**src/hdl/integer_pixel_upscaler_defines.svh**
```systemverilog
// Assertion macros shared by the upscaler RTL.
// Included by the modules that carry concurrent checks; needs nothing else.
`ifndef INTEGER_PIXEL_UPSCALER_DEFINES_SVH
`define INTEGER_PIXEL_UPSCALER_DEFINES_SVH

// Same-cycle implication, checked out of reset.
`define IPU_ASSERT_NOW(label, clk, rstn, ante, cons, msg) \
    label: assert property (@(posedge clk) disable iff (!rstn) (ante) |-> (cons)) \
        else $error(msg);

// Next-cycle implication, checked out of reset.
`define IPU_ASSERT_NEXT(label, clk, rstn, ante, cons, msg) \
    label: assert property (@(posedge clk) disable iff (!rstn) (ante) |=> (cons)) \
        else $error(msg);

`endif

```
**src/hdl/ipu_pkg.sv**
```systemverilog
// Package for the integer pixel upscaler: field widths, scale codes, queue entry type.
// No dependencies.
`timescale 1ns / 1ps

package ipu_pkg;

    localparam int ADDR_W  = 21;
    localparam int DATA_W  = 32;
    localparam int COL_W   = 9;
    localparam int ROW_W   = 8;
    localparam int SCALE_W = 3;
    localparam int STEP_W  = 2;

    localparam logic [SCALE_W-1:0] SCALE_RESET = 3'd2;
    localparam logic [SCALE_W-1:0] SCALE_X2    = 3'd2;
    localparam logic [SCALE_W-1:0] SCALE_X3    = 3'd3;
    localparam logic [SCALE_W-1:0] SCALE_X4    = 3'd4;

    localparam int FIFO_DEPTH = 4;
    localparam int PTR_W      = $clog2(FIFO_DEPTH);
    localparam int CNT_W      = $clog2(FIFO_DEPTH + 1);

    // One source pixel, ready for expansion.
    typedef struct packed {
        logic [ADDR_W-1:0]  base;   // address of the top-left destination write
        logic [DATA_W-1:0]  pixel;  // masked pixel value
        logic [SCALE_W-1:0] scale;  // 2, 3 or 4
    } ipu_entry_t;

endpackage

```
**src/hdl/ipu_front.sv**
```systemverilog
// Front end: accepts source pixels, tracks column/row, computes the base address.
// Depends on ipu_pkg and integer_pixel_upscaler_defines.svh.
`timescale 1ns / 1ps
`include "integer_pixel_upscaler_defines.svh"

module ipu_front
    import ipu_pkg::*;
#(
    parameter int SRC_WIDTH  = 320,
    parameter int SRC_HEIGHT = 240,
    parameter int PIXEL_BITS = 32
) (
    input  logic               aclk,
    input  logic               aresetn,
    input  logic               s_tvalid,
    output logic               s_tready,
    input  logic [DATA_W-1:0]  s_tdata,
    input  logic               s_tuser,
    input  logic [SCALE_W-1:0] scale_factor,
    input  logic               fifo_full,
    output logic               push,
    output ipu_entry_t         push_entry
);

    // Vertical stride of one source row in the destination: SRC_WIDTH * s * s.
    localparam logic [ADDR_W-1:0] ROW_STEP_X2 = ADDR_W'(SRC_WIDTH * 4);
    localparam logic [ADDR_W-1:0] ROW_STEP_X3 = ADDR_W'(SRC_WIDTH * 9);
    localparam logic [ADDR_W-1:0] ROW_STEP_X4 = ADDR_W'(SRC_WIDTH * 16);
    localparam logic [DATA_W-1:0] PIX_MASK    = DATA_W'((64'd1 << PIXEL_BITS) - 64'd1);

    logic [COL_W-1:0]  col_reg, col_next;
    logic [ROW_W-1:0]  row_reg, row_next;
    logic [COL_W-1:0]  col_eff, col_inc;
    logic [ROW_W-1:0]  row_eff, row_inc;
    logic [ADDR_W-1:0] row_step, col_term, row_term;
    logic              scale_ok, accept;

    assign s_tready = !fifo_full;
    assign accept   = s_tvalid && s_tready;

    assign col_eff = s_tuser ? '0 : col_reg;
    assign row_eff = s_tuser ? '0 : row_reg;

    always_comb begin
        scale_ok = 1'b1;
        row_step = ROW_STEP_X4;
        col_term = '0;
        unique case (scale_factor)
            SCALE_X2: begin
                row_step = ROW_STEP_X2;
                col_term = ADDR_W'({col_eff, 1'b0});
            end
            SCALE_X3: begin
                row_step = ROW_STEP_X3;
                col_term = ADDR_W'({col_eff, 1'b0}) + ADDR_W'(col_eff);
            end
            SCALE_X4: begin
                row_step = ROW_STEP_X4;
                col_term = ADDR_W'({col_eff, 2'b00});
            end
            default: begin
                scale_ok = 1'b0;
            end
        endcase
    end

    assign row_term = ADDR_W'(row_eff) * row_step;

    assign push             = accept && scale_ok;
    assign push_entry.base  = row_term + col_term;
    assign push_entry.pixel = s_tdata & PIX_MASK;
    assign push_entry.scale = scale_factor;

    // Raster position advance; the column counter also wraps at its own width.
    always_comb begin
        col_inc  = col_eff + COL_W'(1);
        row_inc  = row_eff + ROW_W'(1);
        col_next = col_inc;
        row_next = row_eff;
        if ((col_inc == '0) || (32'(col_inc) >= SRC_WIDTH)) begin
            col_next = '0;
            row_next = (32'(row_inc) >= SRC_HEIGHT) ? '0 : row_inc;
        end
    end

    always_ff @(posedge aclk) begin
        if (!aresetn) begin
            col_reg <= '0;
            row_reg <= '0;
        end else if (accept) begin
            col_reg <= col_next;
            row_reg <= row_next;
        end
    end

    `IPU_ASSERT_NOW(a_frame_start_base, aclk, aresetn, push && s_tuser,
                    push_entry.base == '0, "frame start pixel must map to address zero")
    `IPU_ASSERT_NOW(a_no_accept_full, aclk, aresetn, fifo_full, !accept,
                    "pixel accepted while queue full")

endmodule

```
**src/hdl/ipu_fifo.sv**
```systemverilog
// Small queue of pending pixel entries between front and back ends.
// Depends on ipu_pkg and integer_pixel_upscaler_defines.svh.
`timescale 1ns / 1ps
`include "integer_pixel_upscaler_defines.svh"

module ipu_fifo
    import ipu_pkg::*;
(
    input  logic       aclk,
    input  logic       aresetn,
    input  logic       push,
    input  ipu_entry_t push_entry,
    input  logic       pop,
    output ipu_entry_t head,
    output logic       empty,
    output logic       full
);

    ipu_entry_t       entry_reg [FIFO_DEPTH];
    logic [PTR_W-1:0] wr_ptr_reg, wr_ptr_next;
    logic [PTR_W-1:0] rd_ptr_reg, rd_ptr_next;
    logic [CNT_W-1:0] count_reg, count_next;

    assign empty = (count_reg == '0);
    assign full  = (count_reg == CNT_W'(FIFO_DEPTH));
    assign head  = entry_reg[rd_ptr_reg];

    always_comb begin
        wr_ptr_next = wr_ptr_reg;
        rd_ptr_next = rd_ptr_reg;
        count_next  = count_reg;
        if (push) begin
            wr_ptr_next = (32'(wr_ptr_reg) == FIFO_DEPTH - 1) ? '0 : wr_ptr_reg + PTR_W'(1);
        end
        if (pop) begin
            rd_ptr_next = (32'(rd_ptr_reg) == FIFO_DEPTH - 1) ? '0 : rd_ptr_reg + PTR_W'(1);
        end
        if (push && !pop) begin
            count_next = count_reg + CNT_W'(1);
        end else if (pop && !push) begin
            count_next = count_reg - CNT_W'(1);
        end
    end

    always_ff @(posedge aclk) begin
        if (!aresetn) begin
            wr_ptr_reg <= '0;
            rd_ptr_reg <= '0;
            count_reg  <= '0;
        end else begin
            wr_ptr_reg <= wr_ptr_next;
            rd_ptr_reg <= rd_ptr_next;
            count_reg  <= count_next;
        end
    end

    always_ff @(posedge aclk) begin
        if (push) begin
            entry_reg[wr_ptr_reg] <= push_entry;
        end
    end

    `IPU_ASSERT_NOW(a_no_overflow, aclk, aresetn, full, !push, "queue overflow")
    `IPU_ASSERT_NOW(a_no_underflow, aclk, aresetn, empty, !pop, "queue underflow")

endmodule

```
**src/hdl/ipu_back.sv**
```systemverilog
// Back end: expands each queued pixel into s*s destination writes, dy outer, dx inner.
// Depends on ipu_pkg and integer_pixel_upscaler_defines.svh.
`timescale 1ns / 1ps
`include "integer_pixel_upscaler_defines.svh"

module ipu_back
    import ipu_pkg::*;
#(
    parameter int SRC_WIDTH = 320
) (
    input  logic                  aclk,
    input  logic                  aresetn,
    input  ipu_entry_t            head,
    input  logic                  empty,
    output logic                  pop,
    output logic                  m_tvalid,
    input  logic                  m_tready,
    output logic [ADDR_W-1:0]     m_addr,
    output logic [DATA_W-1:0]     m_pixel,
    output logic                  m_tlast
);

    localparam logic [ADDR_W-1:0] LINE_X2 = ADDR_W'(SRC_WIDTH * 2);
    localparam logic [ADDR_W-1:0] LINE_X3 = ADDR_W'(SRC_WIDTH * 3);
    localparam logic [ADDR_W-1:0] LINE_X4 = ADDR_W'(SRC_WIDTH * 4);

    logic [STEP_W-1:0] dx_reg, dx_next;
    logic [STEP_W-1:0] dy_reg, dy_next;
    logic [ADDR_W-1:0] line_off_reg, line_off_next;
    logic              m_tvalid_reg, m_tvalid_next;
    logic [ADDR_W-1:0] m_addr_reg, m_addr_next;
    logic [DATA_W-1:0] m_pixel_reg, m_pixel_next;
    logic              m_tlast_reg, m_tlast_next;
    logic [ADDR_W-1:0] line;
    logic              out_free, emit, dx_end, dy_end;

    always_comb begin
        unique case (head.scale)
            SCALE_X2: line = LINE_X2;
            SCALE_X3: line = LINE_X3;
            default:  line = LINE_X4;
        endcase
    end

    assign out_free = !m_tvalid_reg || m_tready;
    assign emit     = !empty && out_free;
    assign dx_end   = ({1'b0, dx_reg} == head.scale - SCALE_W'(1));
    assign dy_end   = ({1'b0, dy_reg} == head.scale - SCALE_W'(1));
    assign pop      = emit && dx_end && dy_end;

    always_comb begin
        dx_next       = dx_reg;
        dy_next       = dy_reg;
        line_off_next = line_off_reg;
        m_tvalid_next = m_tvalid_reg && !m_tready;
        m_addr_next   = m_addr_reg;
        m_pixel_next  = m_pixel_reg;
        m_tlast_next  = m_tlast_reg;
        if (emit) begin
            m_tvalid_next = 1'b1;
            m_addr_next   = head.base + line_off_reg + ADDR_W'(dx_reg);
            m_pixel_next  = head.pixel;
            m_tlast_next  = dx_end && dy_end;
            if (dx_end) begin
                dx_next = '0;
                if (dy_end) begin
                    dy_next       = '0;
                    line_off_next = '0;
                end else begin
                    dy_next       = dy_reg + STEP_W'(1);
                    line_off_next = line_off_reg + line;
                end
            end else begin
                dx_next = dx_reg + STEP_W'(1);
            end
        end
    end

    always_ff @(posedge aclk) begin
        if (!aresetn) begin
            dx_reg       <= '0;
            dy_reg       <= '0;
            line_off_reg <= '0;
            m_tvalid_reg <= 1'b0;
        end else begin
            dx_reg       <= dx_next;
            dy_reg       <= dy_next;
            line_off_reg <= line_off_next;
            m_tvalid_reg <= m_tvalid_next;
        end
    end

    always_ff @(posedge aclk) begin
        m_addr_reg  <= m_addr_next;
        m_pixel_reg <= m_pixel_next;
        m_tlast_reg <= m_tlast_next;
    end

    assign m_tvalid = m_tvalid_reg;
    assign m_addr   = m_addr_reg;
    assign m_pixel  = m_pixel_reg;
    assign m_tlast  = m_tlast_reg;

    `IPU_ASSERT_NEXT(a_pop_rewinds, aclk, aresetn, pop, (dx_reg == '0) && (dy_reg == '0) && (line_off_reg == '0), "counters not rewound after last write")
    `IPU_ASSERT_NOW(a_idle_counters, aclk, aresetn, empty, (dx_reg == '0) && (dy_reg == '0), "expansion counters moved with no pixel queued")

endmodule

```
**src/hdl/integer_pixel_upscaler.sv**
```systemverilog
// Path: a pixel's first write is registered in the queue and then in the output register.
// Throughput: s*s writes per source pixel (4, 9 or 16), one destination write per cycle
// while m_tready accepts, from the back-end generator; a 4-entry queue decouples the ends.
// Reset: synchronous, active-low aresetn; clears position, queue, counters, output valid,
// and sets scale_factor to 2.
`timescale 1ns / 1ps

module integer_pixel_upscaler
    import ipu_pkg::*;
#(
    parameter int SRC_WIDTH  = 320,
    parameter int SRC_HEIGHT = 240,
    parameter int PIXEL_BITS = 32
) (
    input  logic               aclk,
    input  logic               aresetn,
    // Configuration: scale factor, written while the block is idle.
    input  logic               scale_factor_wr_en,
    input  logic [SCALE_W-1:0] scale_factor_wr_data,
    // Source pixel stream.
    input  logic               s_tvalid,
    output logic               s_tready,
    input  logic [31:0]        s_tdata,   // [31:0] pixel_value
    input  logic               s_tuser,   // [0] frame_start
    // Destination write stream.
    output logic               m_tvalid,
    input  logic               m_tready,
    output logic [55:0]        m_tdata,   // [20:0] dest_address, [52:21] dest_pixel, [55:53] zero
    output logic               m_tlast    // last_write
);

    logic [SCALE_W-1:0] scale_factor_reg;

    // Front/queue/back interconnect.
    ipu_entry_t        push_entry, head;
    logic              push, pop, fifo_empty, fifo_full;
    logic [ADDR_W-1:0] m_addr;
    logic [DATA_W-1:0] m_pixel;

    // Scale register; an unsupported value makes the front end drop pixels after
    // advancing the position.
    always_ff @(posedge aclk) begin
        if (!aresetn) begin
            scale_factor_reg <= SCALE_RESET;
        end else if (scale_factor_wr_en) begin
            scale_factor_reg <= scale_factor_wr_data;
        end
    end

    // Front end: one transaction per cycle while the queue has room.
    ipu_front #(
        .SRC_WIDTH  (SRC_WIDTH),
        .SRC_HEIGHT (SRC_HEIGHT),
        .PIXEL_BITS (PIXEL_BITS)
    ) u_front (
        .aclk         (aclk),
        .aresetn      (aresetn),
        .s_tvalid     (s_tvalid),
        .s_tready     (s_tready),
        .s_tdata      (s_tdata),
        .s_tuser      (s_tuser),
        .scale_factor (scale_factor_reg),
        .fifo_full    (fifo_full),
        .push         (push),
        .push_entry   (push_entry)
    );

    // Pending pixels with precomputed base addresses.
    ipu_fifo u_fifo (
        .aclk       (aclk),
        .aresetn    (aresetn),
        .push       (push),
        .push_entry (push_entry),
        .pop        (pop),
        .head       (head),
        .empty      (fifo_empty),
        .full       (fifo_full)
    );

    // Back end: walks dy/dx over the head entry into the output register.
    ipu_back #(
        .SRC_WIDTH (SRC_WIDTH)
    ) u_back (
        .aclk     (aclk),
        .aresetn  (aresetn),
        .head     (head),
        .empty    (fifo_empty),
        .pop      (pop),
        .m_tvalid (m_tvalid),
        .m_tready (m_tready),
        .m_addr   (m_addr),
        .m_pixel  (m_pixel),
        .m_tlast  (m_tlast)
    );

    assign m_tdata = {3'b000, m_pixel, m_addr};

endmodule

```
**config.mk**
```make
export PLATFORM = sky130hd
export DESIGN_NAME = integer_pixel_upscaler
export DESIGN_NICKNAME = d
export VERILOG_FILES = /design/src/hdl/ipu_pkg.sv /design/src/hdl/ipu_front.sv /design/src/hdl/ipu_fifo.sv /design/src/hdl/ipu_back.sv /design/src/hdl/integer_pixel_upscaler.sv
export VERILOG_INCLUDE_DIRS = /design/src /design/src/hdl
export SDC_FILE = /design/constraint.sdc
export NUM_CORES = 1
export LEC_CHECK = 0
export CORE_MARGIN = 2
export CORE_UTILIZATION = 60
export DETAILED_ROUTE_END_ITERATION = 8
export DONT_BUFFER_PORTS = 1
export MAX_ROUTING_LAYER = met4
export PLACE_DENSITY_LB_ADDON = 0.1
export SYNTH_ARGS = -nofsm -noshare
export SYNTH_HDL_FRONTEND = slang
export SYNTH_SLANG_ARGS = --single-unit
```
**constraint.sdc**
```tcl
create_clock -name aclk -period 8.7 [get_ports aclk]
set_clock_uncertainty 0.05 [all_clocks]
set_input_delay 1.305 -clock aclk [delete_from_list [all_inputs] [get_ports aclk]]
set_output_delay 1.305 -clock aclk [all_outputs]
set_load 0.02 [all_outputs]
```
== After elaboration in Yosys (flattened, before gate mapping) ==
Memory sizes are Yosys's and may differ from the RTL's. A register that Yosys moved wholly into a read port is not among the register bits.
Cells that the tools add are included.

* RAM bits: 224
* Output and inout bits: 59
* Logic and storage cells: 84
* Register bits: 107
* Memories kept: 1

{| class="wikitable"
|+ Memory list
! name !! depth !! bits a word !! rd ports !! clocked after memory_dff !! write ports !! RTL line !! text
|-
| u_fifo.entry_reg || 4 || 56 || 1 || 1 || 1 || ipu_fifo.sv:19 || <nowiki>ipu_entry_t entry_reg [FIFO_DEPTH];</nowiki>
|}

* Equality and inequality tests: 10
* Reductions and logical operators: 22
* Multipliers: 1
* Muxes and demuxes: 21
* Add/subtract/negate cells: 14
* $lt $le $gt $ge: 2

{| class="wikitable"
|+ Operators by type and width
! cell !! number
|-
| 21-bit one-hot mux with 3 select lines || 1
|-
| 21-bit adder || 2
|-
| 13-bit one-hot mux with 2 select lines || 1
|-
| 8-bit two-way mux || 3
|-
| 11-bit one-hot mux with 2 select lines || 1
|-
| 21-bit by 11-bit adder with 21-bit output || 1
|-
| 21-bit by 2-bit adder with 21-bit output || 1
|-
| 8-bit by 13-bit multiplier with 21-bit output || 1
|-
| 21-bit two-way mux || 1
|-
| 9-bit two-way mux || 2
|-
| 3-bit by 2-bit == test with 1-bit output, second input constant || 4
|-
| 2-bit two-way mux || 6
|-
| 10-bit by 9-bit adder with 11-bit output || 1
|-
| 9-bit by 1-bit adder with 9-bit output, second input constant || 1
|-
| 9-bit >= comparator, second input constant || 1
|-
| 1-bit logical AND || 9
|-
| 9-bit logical NOT || 1
|-
| 2-bit by 1-bit adder with 2-bit output, second input constant || 4
|-
| 8-bit by 1-bit adder with 8-bit output, second input constant || 1
|-
| 8-bit >= comparator, second input constant || 1
|-
| 2-bit by 3-bit == test with 1-bit output || 2
|-
| 3-bit == test, second input constant || 2
|-
| 1-bit logical NOT || 6
|-
| 3-bit two-way mux || 2
|-
| 9 further kinds || 15
|}

== Logic depth before layout (Yosys ltp) ==
* Word-level depth: 8
* Gate-level depth with buffers: 29

== By module ==
From an unflattened synthesis, not the netlist that was laid out.

* Cells, all modules: 1201
* Area, all modules: 16423.3 um^2

{| class="wikitable"
|+ Modules (own cells, without submodules)
! module !! cells each !! instances !! area an instance (um^2)
|-
| ipu_fifo || 336 || 1 || 8573.2
|-
| ipu_front || 537 || 1 || 3932.5
|-
| ipu_back || 315 || 1 || 3784.9
|-
| integer_pixel_upscaler || 13 || 1 || 132.6
|}

== Least setup slack after synthesis ==
No wires, ideal clock.

* Path type: input port to flip-flop
* From: in s_tuser
* To: mem u_fifo.entry_reg[0][54] in the netlist's numbering, data pin
* Required time: 8.378 ns
* Stages on the path: 28
* Arrival time: 7.019 ns
* Setup slack: 1.360 ns
* Path through: clkbuf_1 -> buf_1 -> nor2_1 -> ha_1 -> o21a_1 -> o22ai_1 -> nor2_1 -> maj3_1 -> nor4bb_1 -> o31ai_1 -> xor2_1 -> o22ai_1 -> fa_1 -> ha_1 -> ha_1 -> inv_1 -> fa_1 -> inv_1 -> ha_1 -> fa_1 -> a21o_1 -> a21oi_1 -> o21bai_1 -> a21oi_1 -> o21ai_0 -> a21o_1 -> a21oi_1 -> xnor2_1

{| class="wikitable"
|+ RTL lines
! element !! RTL line !! text
|-
| start, declared || integer_pixel_upscaler.sv:24 || <nowiki>input logic s_tuser,</nowiki>
|-
| end, declared || ipu_fifo.sv:19 ||
|}

==> reports/qor.txt <==
OUTCOME
---------------------------------------------------------------------------------
Run status                                                           finished clean

CRITICAL PATH
---------------------------------------------------------------------------------
Worst path arrival time                                                   6.93 ns
FF-to-FF Start                                                       u_front.col_reg[2]
Largest incremental delay on the critical path                            0.52 ns
Reg2reg setup slack                                                       2.01 ns
Number of stages on the worst setup path                                       26
Endpoint class of the critical path                                     flip-flop
Most frequent CP cell                                                sky130_fd_sc_hd__ha_1
Peak fanout along the critical path                                            23
Launching instance or port of the critical path                           s_tuser
Capture point of the worst reg-to-reg path                           u_fifo.entry_reg[1][54]
Crit-path leading delay family                                        adder cells
Slowest cell on crit path                                            sky130_fd_sc_hd__fa_1
End point of the critical path                                       u_fifo.entry_reg[1][54]
Number of buffer and inverter instances along the worst setup path              2
Startpoint Class                                                        input pin
Classification of the worst setup path                                     in2reg
Number of cells on the worst reg-to-reg path                                   27
Data required time at the worst endpoint                                  8.88 ns

STA
---------------------------------------------------------------------------------
Min Tclk post-route                                                       6.75 ns
Part of the cycle the worst path needs                                      77.5%
FMAX                                                                      148 MHz
Setup slack after layout                                                  1.95 ns
Final number of max-transition violations                                       0
Setup repair after global routing missed its margin                         false
Headroom to the max-slew limit                                              33.9%
Worst-Margin Slew                                                        0.992 ns
Setup violations, final                                                         0
Number of hold violations in the final report                                   0
Total Neg Setup Slack                                                        0 ns

YOSYS
---------------------------------------------------------------------------------
XOR/XNOR Fraction of Synth Area                                             3.31%
Synthesized-area fraction occupied by ao, oa, aoi and oai cells             6.99%
Post-synthesis sequential area ratio                                        58.8%
Most used DFF post-synth                                             sky130_fd_sc_hd__edfxtp_1
Mapped Avg Cell Area                                                     14.3 um2
Post-Syn Instances                                                           1112
Count of flip-flops with a built-in enable after synthesis                    278
Count of synthesis-stage warnings from yosys                                    0
Share of synthesized area spent on multiplexers                             8.59%
Netlist Area Pre-Place                                                  15900 um2
Share of synthesized flip-flops with an asynchronous set or reset              0%
Adder-cell area share of the yosys netlist                                  11.7%
Largest family of logic cells by synthesized area                     adder cells
Number of storage elements in the synthesis netlist                           327
Simple-gate share of the synthesized area                                   7.77%
Number of library cell types mapped by synthesis                               74

CELLS AND AREA
---------------------------------------------------------------------------------
Share of the core filled with cells in the final layout                     67.0%
Most common cell after layout, fill and taps aside                   sky130_fd_sc_hd__edfxtp_1
Area of the multi-input gates                                            6110 um2
Storage element area                                                     9330 um2
Fill cell count                                                              1816
Net total in the final layout                                                1289
Leading cell types in the layout, fill and taps excluded             278 x sky130_fd_sc_hd__edfxtp_1, 99 x sky130_fd_sc_hd__ha_1, 87 x sky130_fd_sc_hd__nor2_1, 66 x sky130_fd_sc_hd__inv_1, 63 x sky130_fd_sc_hd__nand2_1
Final Non-Filler Cells                                                       1479
Share of layout cells above drive strength 1                                12.2%
Post-synthesis to final-layout area growth                                  9.78%
Max FFs per register                                                          224
Diodes inserted                                                                 0

ROUTING
---------------------------------------------------------------------------------
Residual antenna-violating net count after detailed routing                     0
Number of iterations in the first detailed-routing pass                         5
Total number of vias                                                         8740
Number of DRC markers after the initial detailed-route iteration              504
Per-cell via count in the routed design                                      5.91
Final routed wirelength across all metal layers                          27700 um
Drc violations                                                                  0
Wire length per cell                                                      18.8 um

PLACED DESIGN
---------------------------------------------------------------------------------
Final weighted congestion in routability-driven placement                   0.850
Final HPWL from detailed placement                                       18000 um
Inst Count DP                                                                1418
Number of I/O port buffers                                                      0
Pre-CTS worst setup slack                                                 1.40 ns

FLOORPLAN
---------------------------------------------------------------------------------
Die Span X                                                                 167 um
Core area                                                               26000 um2
Die Height                                                                 167 um
Num rows                                                                       59
Starting density of the core                                                61.0%
Die ar.                                                                 27700 um2
Top Ports                                                                     100

CLOCKING
---------------------------------------------------------------------------------
CTS resizes                                                                     0
Number of buffers on the longest clock path                                     3
Post-CTS setup-driven buffer insertion count                                    0
Clock Sinks                                                                   327
Clock-pin transition on the worst setup and hold timing paths             0.06 ns
Clock latency of the later-clocked register in the worst-skew pair        0.50 ns
Number of CTS-inserted buffers                                                 34
TritonCTS clock tree                                                        built
Total number of H-tree levels                                                   2
Hold Buf Count CTS                                                              0
Library cell used as clock root buffer                               sky130_fd_sc_hd__clkbuf_16

POWER AND IR DROP
---------------------------------------------------------------------------------
Power density cells                                                    228 nW/um2
Total power draw                                                        0.00398 W
Cell leakage power                                                        6.61 nW
VDD IR max                                                             0.000251 V

RUN
---------------------------------------------------------------------------------
Number of max-cap violations                                                    0

GRT
---------------------------------------------------------------------------------
Congestion Overflow GR                                                          0
Vias in the first global route                                               8808
Global Route Usage Sum                                                      20.9%
Wire length of the first global-routing pass                             45700 um
Antenna violations before repair                                                0
Maximum number of pins on one net before global-route repair                   57

WORST HOLD PATH
---------------------------------------------------------------------------------
Worst min path class                                                      reg2reg

-- per-stage QoR --
| stage | hold slack (ns) | area [um2] |
|---|---|---|
| 6_report | 0.437 | 17400 |
| 5_1_grt | 0.474 | 17400 |
| 4_1_cts | 0.433 | 17400 |
| 3_5_place_dp | 0.426 | 16200 |
| 3_3_place_gp | 0.418 | 16200 |
| 2_1_floorplan | 0.408 | 15900 |
-- cells by family (layout without fill, tap and decap cells) --
family          count (synthesis)  in the layout
other cells                     1              7
simple gates                  252            252
flops                         327            327
buf+inv                       113            139
xor+xnor                       60             60
mux                            65             65
fa+ha+maj                     130            130
compound gates                164            164
-- worst reg2reg max path, delay by kind of cell, from the launching register on --
kind,cells,cell delay (ns)
AND/OR/NAND/NOR,3,0.31
buffers and inverters,2,0.09
adder cells (fa/ha/maj),8,2.79
XOR/XNOR,3,0.42
flip-flops,1,0.72
AO/OA/AOI/OAI,11,2.02
-- cell usage after synthesis, drive strengths merged, types with 15 or more instances --
cell type  number  area, um2
edfxtp        278       8350
ha             99       1240
nor2           87        327
inv            68        255
nand2          64        243
mux4           56       1260
dfxtp          49        981
a21oi          41        205
xnor2          37        324
o21ai          31        155
fa             30        601
clkbuf         24       90.1
xor2           23        201
nand3          22        110
buf            20       97.6
nor2b          15       93.8
nor3           15       75.1
-- how the worst min path moves through the flow --
stage,from,slack (ns),cells past startpoint,end
4_1_cts,u_fifo.rd_ptr_reg[0],0.43,2,flip-flop
2_1_floorplan,scale_factor_reg[0],0.41,0,u_fifo.entry_reg[0][0]
3_5_place_dp,u_fifo.rd_ptr_reg[0],0.43,2,flip-flop
5_1_grt,u_fifo.rd_ptr_reg[0],0.47,2,flip-flop
6_report,u_fifo.rd_ptr_reg[0],0.44,2,flip-flop
3_3_place_gp,u_fifo.rd_ptr_reg[0],0.42,2,flip-flop
-- power by group --
part	internal [W]	switching, W
sequential	0.00190	0.000170
clock	0.000981	0.000574
combinational	0.000126	0.000226
-- final cells by class --
type                    count  area share [%]
flip-flops and latches    327            53.6
inverters                  69            1.49
clock buffers              41            5.16
well taps                 335            2.41
multi-input cells         678            35.1
repair buffers              9           0.388
clock inverters            20            1.84
-- layer usage --
metal	GRT usage, %	vias to the layer above	wire [um]	share of wire, %
li1	-	4166	-	-
met1	28.1	4338	12500	45
met2	34.3	202	13500	49
met3	3.68	34	1340	4.8
met4	4.20	0	429	1.5
met5	-	-	0	0
(Power assumes the default switching activity.)
